### config.mk
export PLATFORM = sky130hd
export DESIGN_NAME = utf16be_word_to_utf8_filter_core
export DESIGN_NICKNAME = d
export VERILOG_FILES = /design/src/rtl/core/u16u8f_pkg.sv /design/src/rtl/core/u16u8f_step.sv /design/src/rtl/core/u16u8f_ser.sv /design/src/rtl/core/utf16be_word_to_utf8_filter_core.sv
export VERILOG_INCLUDE_DIRS = /design/src /design/src/rtl/core
export SDC_FILE = /design/constraint.sdc
export NUM_CORES = 1
export LEC_CHECK = 0
export ABC_CLOCK_PERIOD_IN_PS = 11400
export BUFFER_PORTS_ARGS = -buffer_cell sky130_fd_sc_hd__buf_2
export CAP_MARGIN = 30
export CELL_PAD_IN_SITES_DETAIL_PLACEMENT = 1
export CELL_PAD_IN_SITES_GLOBAL_PLACEMENT = 1
export CORE_ASPECT_RATIO = 2
export CORE_MARGIN = 4
export CORE_UTILIZATION = 31
export CTS_BUF_LIST = sky130_fd_sc_hd__clkbuf_8
export DETAILED_ROUTE_END_ITERATION = 8
export PLACE_DENSITY = 0.67
export SYNTH_ARGS = -nofsm -noshare
export SYNTH_HDL_FRONTEND = slang
export SYNTH_SLANG_ARGS = --single-unit
### constraint.sdc
create_clock -name clk_i -period 11.4 [get_ports clk_i]
set_clock_uncertainty 0.15 [all_clocks]
set_input_delay 2.28 -clock clk_i [delete_from_list [all_inputs] [get_ports clk_i]]
set_output_delay 2.28 -clock clk_i [all_outputs]
set_load 0.01 [all_outputs]
### src/rtl/core/utf16be_word_to_utf8_filter_core_assert.svh
// assertion macros for the utf16be word to utf8 filter core
`ifndef UTF16BE_WORD_TO_UTF8_FILTER_CORE_ASSERT_SVH
`define UTF16BE_WORD_TO_UTF8_FILTER_CORE_ASSERT_SVH

// same-cycle implication, checked outside reset
`define U16U8F_ASSERT_NOW(lbl, ante, cons, msg) \
  lbl: assert property (@(posedge clk_i) disable iff (!rst_ni) (ante) |-> (cons)) \
    else $error(msg);

// next-cycle implication, checked outside reset
`define U16U8F_ASSERT_NXT(lbl, ante, cons, msg) \
  lbl: assert property (@(posedge clk_i) disable iff (!rst_ni) (ante) |=> (cons)) \
    else $error(msg);

`endif

### src/rtl/core/u16u8f_pkg.sv
// package with types and constants of the utf16be word to utf8 filter core
package u16u8f_pkg;

  localparam int unsigned UnitW   = 16;
  localparam int unsigned LimitW  = 7;
  localparam int unsigned CpW     = 21;
  localparam int unsigned PaddrW  = 3;
  localparam int unsigned PdataW  = 32;
  localparam int unsigned MaxRun  = 4;
  localparam int unsigned RunIdxW = $clog2(MaxRun);

  localparam logic [LimitW-1:0] LimitReset = 7'd64;
  localparam logic [LimitW-1:0] LimitSat   = 7'd127;

  localparam logic [UnitW-1:0] HighFirst = 16'hd800;
  localparam logic [UnitW-1:0] HighLast  = 16'hdbff;
  localparam logic [UnitW-1:0] LowFirst  = 16'hdc00;
  localparam logic [UnitW-1:0] LowLast   = 16'hdfff;

  localparam logic [CpW-1:0] SuppBase  = 21'h010000;
  localparam logic [CpW-1:0] CtrlLimit = 21'h000020;
  localparam logic [CpW-1:0] DelChar   = 21'h00007f;
  localparam logic [CpW-1:0] Lim1Byte  = 21'h000080;
  localparam logic [CpW-1:0] Lim2Byte  = 21'h000800;

  localparam logic [7:0] Lead2 = 8'hc0;
  localparam logic [7:0] Lead3 = 8'he0;
  localparam logic [7:0] Lead4 = 8'hf0;
  localparam logic [7:0] Cont  = 8'h80;

  typedef enum logic [0:0] {
    REG_MAX_WORD_UNITS = 1'b0
  } reg_idx_e;

  typedef enum logic [1:0] {
    ERR_NONE     = 2'd0,
    ERR_LONE_LOW = 2'd1,
    ERR_BAD_LOW  = 2'd2,
    ERR_UNTERM   = 2'd3
  } err_e;

  typedef struct packed {
    logic [9:0]        pend_high;
    logic              high_wait;
    logic [LimitW-1:0] unit_cnt;
    logic              filtered;
    logic              nonempty;
  } word_state_t;

  typedef struct packed {
    logic [MaxRun-1:0][7:0] bytes;
    logic [RunIdxW-1:0]     last_idx;
    logic                   is_byte;
    logic                   done;
    logic                   kept;
    err_e                   err;
  } run_t;

endpackage

### src/rtl/core/u16u8f_step.sv
// per-unit decode, surrogate pairing, filtering and utf8 encoding
module u16u8f_step
  import u16u8f_pkg::*;
(
  input  logic [UnitW-1:0]  unit_i,
  input  logic              end_i,
  input  logic [LimitW-1:0] max_i,
  input  word_state_t       state_i,
  output word_state_t       state_o,
  output run_t              run_o,
  output logic              run_vld_o
);

  logic              is_high;
  logic              is_low;
  logic [LimitW:0]   top_ext;
  logic [LimitW-1:0] top;
  logic [LimitW-1:0] cnt_inc;
  logic [CpW-1:0]    cp;
  logic              emit;
  logic              filt;

  assign is_high = (unit_i >= HighFirst) && (unit_i <= HighLast);
  assign is_low  = (unit_i >= LowFirst) && (unit_i <= LowLast);
  assign top_ext = {1'b0, max_i} + {{LimitW{1'b0}}, 1'b1};
  assign top     = top_ext[LimitW] ? LimitSat : top_ext[LimitW-1:0];
  assign cnt_inc = (state_i.unit_cnt < top) ? state_i.unit_cnt + 1'b1 : state_i.unit_cnt;

  always_comb begin
    state_o   = state_i;
    run_o     = '0;
    run_vld_o = 1'b0;
    emit      = 1'b0;
    filt      = 1'b0;
    cp        = '0;
    if (state_i.high_wait) begin
      if (!is_low) begin
        state_o   = '0;
        run_o.err = ERR_BAD_LOW;
        run_vld_o = 1'b1;
      end else if (end_i) begin
        state_o   = '0;
        run_o.err = ERR_UNTERM;
        run_vld_o = 1'b1;
      end else begin
        cp                 = SuppBase + {1'b0, state_i.pend_high, unit_i[9:0]};
        state_o.high_wait  = 1'b0;
        state_o.pend_high  = '0;
        state_o.unit_cnt   = cnt_inc;
        emit               = 1'b1;
      end
    end else if (unit_i == '0) begin
      state_o    = '0;
      run_o.done = 1'b1;
      run_o.kept = !state_i.filtered && state_i.nonempty;
      run_vld_o  = 1'b1;
    end else if (is_low) begin
      state_o   = '0;
      run_o.err = ERR_LONE_LOW;
      run_vld_o = 1'b1;
    end else if (is_high) begin
      if (end_i) begin
        state_o   = '0;
        run_o.err = ERR_BAD_LOW;
        run_vld_o = 1'b1;
      end else begin
        state_o.unit_cnt  = cnt_inc;
        state_o.pend_high = unit_i[9:0];
        state_o.high_wait = 1'b1;
      end
    end else if (end_i) begin
      state_o   = '0;
      run_o.err = ERR_UNTERM;
      run_vld_o = 1'b1;
    end else begin
      cp               = {{(CpW-UnitW){1'b0}}, unit_i};
      state_o.unit_cnt = cnt_inc;
      emit             = 1'b1;
    end

    if (emit) begin
      filt = state_i.filtered || (cp < CtrlLimit) || (cp == DelChar) || (cnt_inc > max_i);
      if (filt) begin
        state_o.filtered = 1'b1;
      end else begin
        state_o.nonempty = 1'b1;
        run_o.is_byte    = 1'b1;
        run_vld_o        = 1'b1;
        priority if (cp < Lim1Byte) begin
          run_o.bytes[0] = cp[7:0];
          run_o.last_idx = 2'd0;
        end else if (cp < Lim2Byte) begin
          run_o.bytes[0] = Lead2 | {3'b000, cp[10:6]};
          run_o.bytes[1] = Cont | {2'b00, cp[5:0]};
          run_o.last_idx = 2'd1;
        end else if (cp < SuppBase) begin
          run_o.bytes[0] = Lead3 | {4'b0000, cp[15:12]};
          run_o.bytes[1] = Cont | {2'b00, cp[11:6]};
          run_o.bytes[2] = Cont | {2'b00, cp[5:0]};
          run_o.last_idx = 2'd2;
        end else begin
          run_o.bytes[0] = Lead4 | {5'b00000, cp[20:18]};
          run_o.bytes[1] = Cont | {2'b00, cp[17:12]};
          run_o.bytes[2] = Cont | {2'b00, cp[11:6]};
          run_o.bytes[3] = Cont | {2'b00, cp[5:0]};
          run_o.last_idx = 2'd3;
        end
      end
    end
  end

endmodule

### src/rtl/core/u16u8f_ser.sv
// result register that hands out one run of results, one per transaction
module u16u8f_ser
  import u16u8f_pkg::*;
(
  input  logic       clk_i,
  input  logic       rst_ni,
  input  logic       load_i,
  input  run_t       run_i,
  output logic       free_o,
  output logic       out_valid_o,
  input  logic       out_ready_i,
  output logic [7:0] out_byte_o,
  output logic       byte_valid_o,
  output logic       word_done_o,
  output logic       word_kept_o,
  output logic [1:0] error_code_o,
  output logic       last_of_run_o
);

  run_t               run_q;
  logic               vld_q;
  logic [RunIdxW-1:0] idx_q;
  logic               pop;
  logic               last;

  assign last   = (idx_q == run_q.last_idx);
  assign pop    = vld_q && out_ready_i;
  assign free_o = !vld_q || (pop && last);

  always_ff @(posedge clk_i or negedge rst_ni) begin
    if (!rst_ni) begin
      vld_q <= 1'b0;
      idx_q <= '0;
    end else if (load_i) begin
      vld_q <= 1'b1;
      idx_q <= '0;
    end else if (pop && last) begin
      vld_q <= 1'b0;
    end else if (pop) begin
      idx_q <= idx_q + 1'b1;
    end
  end

  always_ff @(posedge clk_i) begin
    if (load_i) begin
      run_q <= run_i;
    end
  end

  assign out_valid_o   = vld_q;
  assign out_byte_o    = run_q.is_byte ? run_q.bytes[idx_q] : 8'h00;
  assign byte_valid_o  = run_q.is_byte;
  assign word_done_o   = run_q.done;
  assign word_kept_o   = run_q.kept;
  assign error_code_o  = run_q.err;
  assign last_of_run_o = last;

endmodule

### src/rtl/core/utf16be_word_to_utf8_filter_core.sv
// an accepted unit is held in the input register; its result is then loaded into the result register
// throughput: one unit per cycle while each unit gives at most one result and the output is not stalled
// a unit giving n results holds the result register until all n are taken (4 at most)
// the result register draining one byte per transaction sets the rate
// reset: empty pipeline, word state cleared, max_word_units set to 64
// top level of the utf16be word to utf8 filter core
module utf16be_word_to_utf8_filter_core
  import u16u8f_pkg::*;
(
  input  logic              clk_i,
  input  logic              rst_ni,
  input  logic              psel,
  input  logic              penable,
  input  logic              pwrite,
  input  logic [PaddrW-1:0] paddr,
  input  logic [PdataW-1:0] pwdata,
  output logic [PdataW-1:0] prdata,
  output logic              pready,
  input  logic              in_valid_i,
  output logic              in_ready_o,
  input  logic [UnitW-1:0]  code_unit_i,
  input  logic              data_end_i,
  output logic              out_valid_o,
  input  logic              out_ready_i,
  output logic [7:0]        out_byte_o,
  output logic              byte_valid_o,
  output logic              word_done_o,
  output logic              word_kept_o,
  output logic [1:0]        error_code_o,
  output logic              last_of_run_o
);

  `include "utf16be_word_to_utf8_filter_core_assert.svh"

  logic [LimitW-1:0] max_q;
  logic              in_vld_q;
  logic [UnitW-1:0]  unit_q;
  logic              end_q;
  word_state_t       state_q;
  word_state_t       state_d;
  run_t              run;
  logic              run_vld;
  logic              ser_free;
  logic              fire;
  logic              reg_hit;

  assign pready  = 1'b1;
  assign reg_hit = (paddr[PaddrW-1] == REG_MAX_WORD_UNITS);
  assign prdata  = reg_hit ? {{(PdataW-LimitW){1'b0}}, max_q} : '0;

  always_ff @(posedge clk_i or negedge rst_ni) begin
    if (!rst_ni) begin
      max_q <= LimitReset;
    end else if (psel && penable && pwrite && pready && reg_hit) begin
      max_q <= pwdata[LimitW-1:0];
    end
  end

  assign fire       = in_vld_q && ser_free;
  assign in_ready_o = !in_vld_q || fire;

  always_ff @(posedge clk_i or negedge rst_ni) begin
    if (!rst_ni) begin
      in_vld_q <= 1'b0;
    end else if (in_ready_o) begin
      in_vld_q <= in_valid_i;
    end
  end

  always_ff @(posedge clk_i) begin
    if (in_valid_i && in_ready_o) begin
      unit_q <= code_unit_i;
      end_q  <= data_end_i;
    end
  end

  always_ff @(posedge clk_i or negedge rst_ni) begin
    if (!rst_ni) begin
      state_q <= '0;
    end else if (fire) begin
      state_q <= state_d;
    end
  end

  u16u8f_step u_step (
    .unit_i    (unit_q),
    .end_i     (end_q),
    .max_i     (max_q),
    .state_i   (state_q),
    .state_o   (state_d),
    .run_o     (run),
    .run_vld_o (run_vld)
  );

  u16u8f_ser u_ser (
    .clk_i         (clk_i),
    .rst_ni        (rst_ni),
    .load_i        (fire && run_vld),
    .run_i         (run),
    .free_o        (ser_free),
    .out_valid_o   (out_valid_o),
    .out_ready_i   (out_ready_i),
    .out_byte_o    (out_byte_o),
    .byte_valid_o  (byte_valid_o),
    .word_done_o   (word_done_o),
    .word_kept_o   (word_kept_o),
    .error_code_o  (error_code_o),
    .last_of_run_o (last_of_run_o)
  );

  // non-byte results stand alone in their run
  `U16U8F_ASSERT_NOW(a_event_single, out_valid_o && !byte_valid_o, last_of_run_o, "event not last")
  // a byte run keeps going until its last byte is taken
  `U16U8F_ASSERT_NXT(a_run_cont, out_valid_o && out_ready_i && !last_of_run_o, out_valid_o, "run cut")
  // a held high surrogate has been counted
  `U16U8F_ASSERT_NOW(a_high_counted, state_q.high_wait, state_q.unit_cnt != '0, "uncounted high")
  // a verdict carries no byte and no error
  `U16U8F_ASSERT_NOW(a_verdict_clean, out_valid_o && word_done_o,
    !byte_valid_o && (error_code_o == ERR_NONE), "bad verdict")

endmodule
After elaboration in Yosys (flattened, before gate mapping)
Index checks and enable logic that the tools add are counted.
{"block": "word_totals", "regBits": 87, "input_bits": 59, "out_inout_bits": 49, "wordCells": 131}
{"block": "classes", "add_sub_neg": 4, "magnitude_cmp": 11, "eq_ne": 3, "n_mux": 57, "n_bitwise": 3, "reduce_logical": 30}
{"op": "two-way mux 21 bit", "n": 6}
{"op": "two-way mux 20 bit", "n": 4}
{"op": "two-way mux 18 bit", "n": 2}
{"op": "two-way mux 7 bit", "n": 5}
{"op": ">= comparator 16 bit, second input constant", "n": 2}
{"op": "<= comparator 16 bit, second input constant", "n": 2}
{"op": "two-way mux 2 bit", "n": 13}
{"op": "two-way mux 24 bit", "n": 1}
{"op": "two-way mux 8 bit", "n": 3}
{"op": "adder 17 x 20 -> 21 bit, first input constant", "n": 1}
{"op": "== test 21 x 7 -> 1 bit, second input constant", "n": 1}
{"op": "< comparator 21 x 12 -> 1 bit, second input constant", "n": 1}
{"op": "< comparator 21 x 17 -> 1 bit, second input constant", "n": 1}
{"op": "< comparator 21 x 6 -> 1 bit, second input constant", "n": 1}
{"op": "< comparator 21 x 8 -> 1 bit, second input constant", "n": 1}
{"op": "two-way mux 1 bit", "n": 18}
{"op": "binary-select mux 8 bit (select 2 bit)", "n": 1}
{"op": "zero test 16 bit", "n": 1}
{"op": "two-way mux 16 bit", "n": 1}
{"op": "logical AND 1 bit", "n": 11}
{"op": "two-way mux 11 bit", "n": 1}
{"op": "two-way mux 10 bit", "n": 1}
{"op": "two-way mux 9 bit", "n": 1}
{"op": "adder 7 x 1 -> 8 bit, second input constant", "n": 1}
{"op": "other kinds (17)", "n": 28}

Longest topological paths before layout
{"block": "depth", "ltp_word": 15, "depth_mapped": 23, "ltp_nobuf": 22}

Modules after synthesis
Synthesis repeated with hierarchy kept, for this count alone.
{"block": "hier_totals", "cells_unflattened": 481, "area_unflattened_um2": 5366.4}
{"module": "u16u8f_step", "instances": 1, "cells_each": 288, "area_each_um2": 1898.1, "seq_area_each_um2": 0.0}
{"module": "utf16be_word_to_utf8_filter_core", "instances": 1, "cells_each": 115, "area_each_um2": 1855.5, "seq_area_each_um2": 1212.4}
{"module": "u16u8f_ser", "instances": 1, "cells_each": 78, "area_each_um2": 1612.8, "seq_area_each_um2": 1246.2}

Worst setup path after synthesis
Ideal clock, no wire load.
{"block": "synth_timing", "path_kind": "flip-flop to flip-flop", "startpoint": "register max_q[0]", "endpoint": "register u_ser.run_q (netlist bit u_ser.byte_valid_o) (enable)", "setup_ns": 0.439, "t_arrival_ns": 5.660, "slack_ns": 5.151, "stages_incl_launch_ff": 23, "n_path_buf": 1, "synth_period_minus_slack_ns": 6.249, "path_cell_list": "dfrtp_1 -> nand2_1 -> nor2_1 -> nand3_1 -> nor3_1 -> nor2_1 -> ha_1 -> a21o_1 -> a21oi_1 -> nor2_1 -> o41ai_4 -> and2b_2 -> nand2_1 -> o21ai_0 -> ha_1 -> nor2b_1 -> o21a_1 -> o21a_1 -> o21ai_0 -> a31oi_1 -> nand2b_1 -> buf_4 -> a21oi_1"}
{"block": "synth_via", "elab_chain_cells": 9}
{"element": "start, declared", "line_no": "utf16be_word_to_utf8_filter_core.sv:35", "text": "logic [LimitW-1:0] max_q;"}
{"element": "start signal, assigned", "line_no": "utf16be_word_to_utf8_filter_core.sv:53", "text": "max_q <= LimitReset;"}
{"element": "start signal, assigned", "line_no": "utf16be_word_to_utf8_filter_core.sv:55", "text": "max_q <= pwdata[LimitW-1:0];"}
{"element": "adder 7 x 1 -> 8 bit", "line_no": "u16u8f_step.sv:25", "text": "assign top_ext = {1'b0, max_i} + {{LimitW{1'b0}}, 1'b1};"}
{"element": "two-way mux 7 bit", "line_no": "u16u8f_step.sv:26", "text": "assign top = top_ext[LimitW] ? LimitSat : top_ext[LimitW-1:0];"}
{"element": "< comparator 7 bit", "line_no": "u16u8f_step.sv:27", "text": "assign cnt_inc = (state_i.unit_cnt < top) ? state_i.unit_cnt + 1'b1 : state_i.unit_cnt;"}
{"element": "two-way mux 7 bit", "line_no": "u16u8f_step.sv:27"}
{"element": "greater-than comparator 7 bit (*)", "line_no": "u16u8f_step.sv:82", "text": "filt = state_i.filtered || (cp < CtrlLimit) || (cp == DelChar) || (cnt_inc > max_i);"}
{"element": "logical OR 1 bit (*)", "line_no": "u16u8f_step.sv:82"}
{"element": "two-way mux 1 bit (*)", "line_no": "u16u8f_step.sv:83", "text": "if (filt) begin"}
{"element": "two-way mux 1 bit (*)", "line_no": "u16u8f_step.sv:81", "text": "if (emit) begin"}
{"element": "logical AND 1 bit (*)", "line_no": "utf16be_word_to_utf8_filter_core.sv:98", "text": ".load_i (fire && run_vld),"}
{"element": "via u_ser.load_i", "line_no": "u16u8f_ser.sv:7", "text": "input logic load_i,"}
{"element": "end signal, assigned", "line_no": "u16u8f_ser.sv:46", "text": "run_q <= run_i;"}
{"element": "end, declared", "line_no": "u16u8f_ser.sv:20", "text": "run_t run_q;"}
Mark *: on every way through the listed nets, which the timed path passes. The rest lies on a longest branch.
A chain may end at the register's enable or synchronous reset.

Final worst setup path
{"block": "layout_timing", "startpoint": "register max_q[0]", "endpoint": "register u_ser.run_q[36] (netlist name) (enable)"}
Same word-level chain as after synthesis.

==> reports/results.tsv <==
metric	value	unit
synthesized area	4790	µm²
Via-to-Cell Ratio	5.19	
fmax	166	MHz
via count	3679	
drt first pass iters	4	
# rows	64	
Die H	184	µm
CTS resizes	0	
hold slack	357	ps
# fillers	1754	
Setup violations, final	0	
Area Growth Syn to Fin	12.3	%
initial antenna violation count	0	
fin crit period	6010	ps
sw frac	0.409	
Initial Util	0.315	
DRT iter0 DRCs	165	
Num CTS Buffers	9	
vias in the first global route	3953	
top-count cell post-synth	edfxtp_1	
crit path DAT	5930	ps
WS Path Type	reg -> reg	
Final Max Slew Viols	0	
most frequent cells after synthesis	52 x edfxtp_1, 46 x nand2_1, 32 x nor2_1	
clk sinks	83	
average size of a mapped cell	10.5	µm²
CTS root buffer	clkbuf_8	
Routed WL	12900	µm
Post-Syn Instances	457	
FF+latch count, synth	83	
routability cong.	0.884	
I/O Pins	108	
Leakage	0.00220	µW
crit end category	register	
MaxCap Viol Count	0	
Final ANT Viol Nets	0	
n_diodes	0	
startpoint type of the worst setup path	register	
CTS tree	done	
IO buf count	54	
Die X	95.9	µm
final setup TNS	0	ps
first-pass GRT wire length	21000	µm
Comb pwr share	0.406	
Max Root-Sink Buffers	2	
Multi-input gate area	2210	µm²
status	finished clean	
Post-DP HPWL	10300	µm
Worst-path clk slew	90	ps
Max VDD drop	63.1	µV
WL per Instance	18.2	µm
final worst-path cycle share	0.528	
Min-Delay Path Depth	2	
Final Hold Viols	0	
Nets	581	
worst reg-to-reg path cell count	22	
Yosys top cell by area	edfxtp_1	
internal power	763	µW
layout cells sized above 1	0.194	
post-synth top area share	0.326	
Main synth FF type	edfxtp_1	
largest net degree at the start of global routing	32	
Die Footprint	17600	µm²
H-tree levels	3	
relative slew slack	0.464	
HP Class	reg -> reg	
Seq pwr share	0.420	
RSZ-0062 raised after global routing	no	
# DRC	0	
Worst-Margin Slew	804	ps
Clock power frac	0.174	
Synth cell types	59	
setup bufs post-CTS	0	
Hold-fix buffers, CTS	0	
Skew-Pair Late Insertion Delay	370	ps
Seq/Total Area, Yosys	0.488	
GR Util All Layers	0.156	
Post-synth EDFFs	52	
Area contributors post-synth	edfxtp_1 33%, dfrtp_1 16%, buf_4 4.5%	
Synth Warn #	0	
grt total ovfl	0	
Crit Path Max Fanout	31	
pwr dens	240	nW/µm²
net load switching power	527	µW
core area	15200	µm²
Critical Path RT	11320	ps
asr flop ratio synth	0.373	
register area	2340	µm²
## state kept, by name, indices dropped and copies added, names as in the netlist, 2 cells and up
name	count
max_q	7
unit_q	16
u_ser.run_q	30
state_q	20
u_ser.error_code_o	2
u_ser.idx_q	2
## routing by layer
| layer | vias up | GRT usage | part of all wire |
|---|---|---|---|
| li1 | 1733 | - | - |
| met1 | 1808 | 0.154 | 0.35 |
| met2 | 109 | 0.301 | 0.57 |
| met3 | 29 | 0.0258 | 0.043 |
| met4 | 0 | 0.0764 | 0.037 |
| met5 | - | 0 | 0 |
## cells in the final DEF (no fill, tap or decap), types with 4 or more instances in the layout
| cell type | instances |
|---|---|
| a211oi_1 | 4 |
| nor2_1 | 32 |
| nand3b_1 | 4 |
| inv_1 | 16 |
| a31oi_1 | 8 |
| nand4_1 | 4 |
| buf_2 | 54 |
| and3_1 | 5 |
| nand3_1 | 19 |
| and2_1 | 14 |
| o21ai_0 | 18 |
| a21o_1 | 5 |
| o21a_1 | 5 |
| nor2b_1 | 5 |
| edfxtp_1 | 52 |
| xor2_1 | 4 |
| nand2b_1 | 4 |
| dfrtp_1 | 30 |
| a21oi_1 | 30 |
| a22o_1 | 12 |
| clkbuf_8 | 10 |
| ha_1 | 16 |
| nor3_1 | 8 |
| nand2_1 | 46 |
| conb_1 | 26 |
| mux4_2 | 7 |
| o31ai_1 | 4 |
| xnor2_1 | 9 |
| mux2_2 | 7 |
## power groups by stage
stage                     sequential [µW]  combinational [µW]  clock (µW)
after floorplan                       509                 390           0
after global placement                549                 501           0
after detailed placement              553                 531           0
after CTS                             546                 533         231
after global routing                  558                 588         246
final                                 542                 524         225
## final timing paths
| path | endpoint | from | slack [ps] |
|---|---|---|---|
| max | u_ser.run_q[36]$_SDFFCE_PP0P_ | max_q[0]$_DFFE_PN0P_ | 5390 |
| min | state_q[0]$_DFFE_PN0P_ | state_q[0]$_DFFE_PN0P_ | 360 |
| max reg2reg | u_ser.run_q[36]$_SDFFCE_PP0P_ | max_q[0]$_DFFE_PN0P_ | 5390 |
| min reg2reg | state_q[0]$_DFFE_PN0P_ | state_q[0]$_DFFE_PN0P_ | 360 |
| max in group asynchronous | state_q[16]$_DFFE_PN0P_ | rst_ni | 8730 |
| min in group asynchronous | state_q[3]$_DFFE_PN0P_ | rst_ni | 1820 |
## critical path: stages, from the launching register on
cell and delay [ps]:
dfrtp_1 500, nand2_1 110, nor2_1 160, nand3_1 130, nor3_1 340, nor2_1 110, ha_1 310, a21o_1 170
a21oi_1 180, nor2_1 90, o41ai_4 580, and2b_2 300, nand2_1 80, o21ai_0 130, ha_1 310, nor2b_1 130
o21a_1 160, o21a_1 160, o21ai_0 200, a31oi_1 270, nand2b_1 500, a21oi_4 360, buf_12 230
## cell type report
cell class | instances | share of cell area
inverters | 17 | 0.0119
clock buffers | 10 | 0.0256
multi-input cells | 337 | 0.411
flip-flops and latches | 83 | 0.434
well taps | 198 | 0.0460
repair buffers | 58 | 0.0581
clock inverters | 6 | 0.0132
## kinds of logic (layout without fill, tap and decap cells)
family / Yosys count / after routing / share of synthesized area
flip-flops: 83 / 83 / 0.488
AO/OA/AOI/OAI: 109 / 109 / 0.155
buffers and inverters: 61 / 91 / 0.0718
other: 2 / 26 / 0.00157
AND/OR/NAND/NOR: 157 / 157 / 0.165
adder cells (fa/ha/maj): 16 / 16 / 0.0418
multiplexers: 16 / 16 / 0.0535
XOR/XNOR: 13 / 13 / 0.0238
## stage by stage
stage,instances,instance area (µm²),utilization,worst slack (ps),power [µW]
6_report,709,5380,0.354,5390,1290
3_5_place_dp,693,5170,0.340,5420,1080
2_1_floorplan,481,4880,-,5150,899
3_3_place_gp,692,5150,0.339,5070,1050
5_1_grt,709,5380,0.354,4920,1390
4_1_cts,709,5380,0.354,5340,1310
Note: power is estimated with default switching activity, not from simulation.
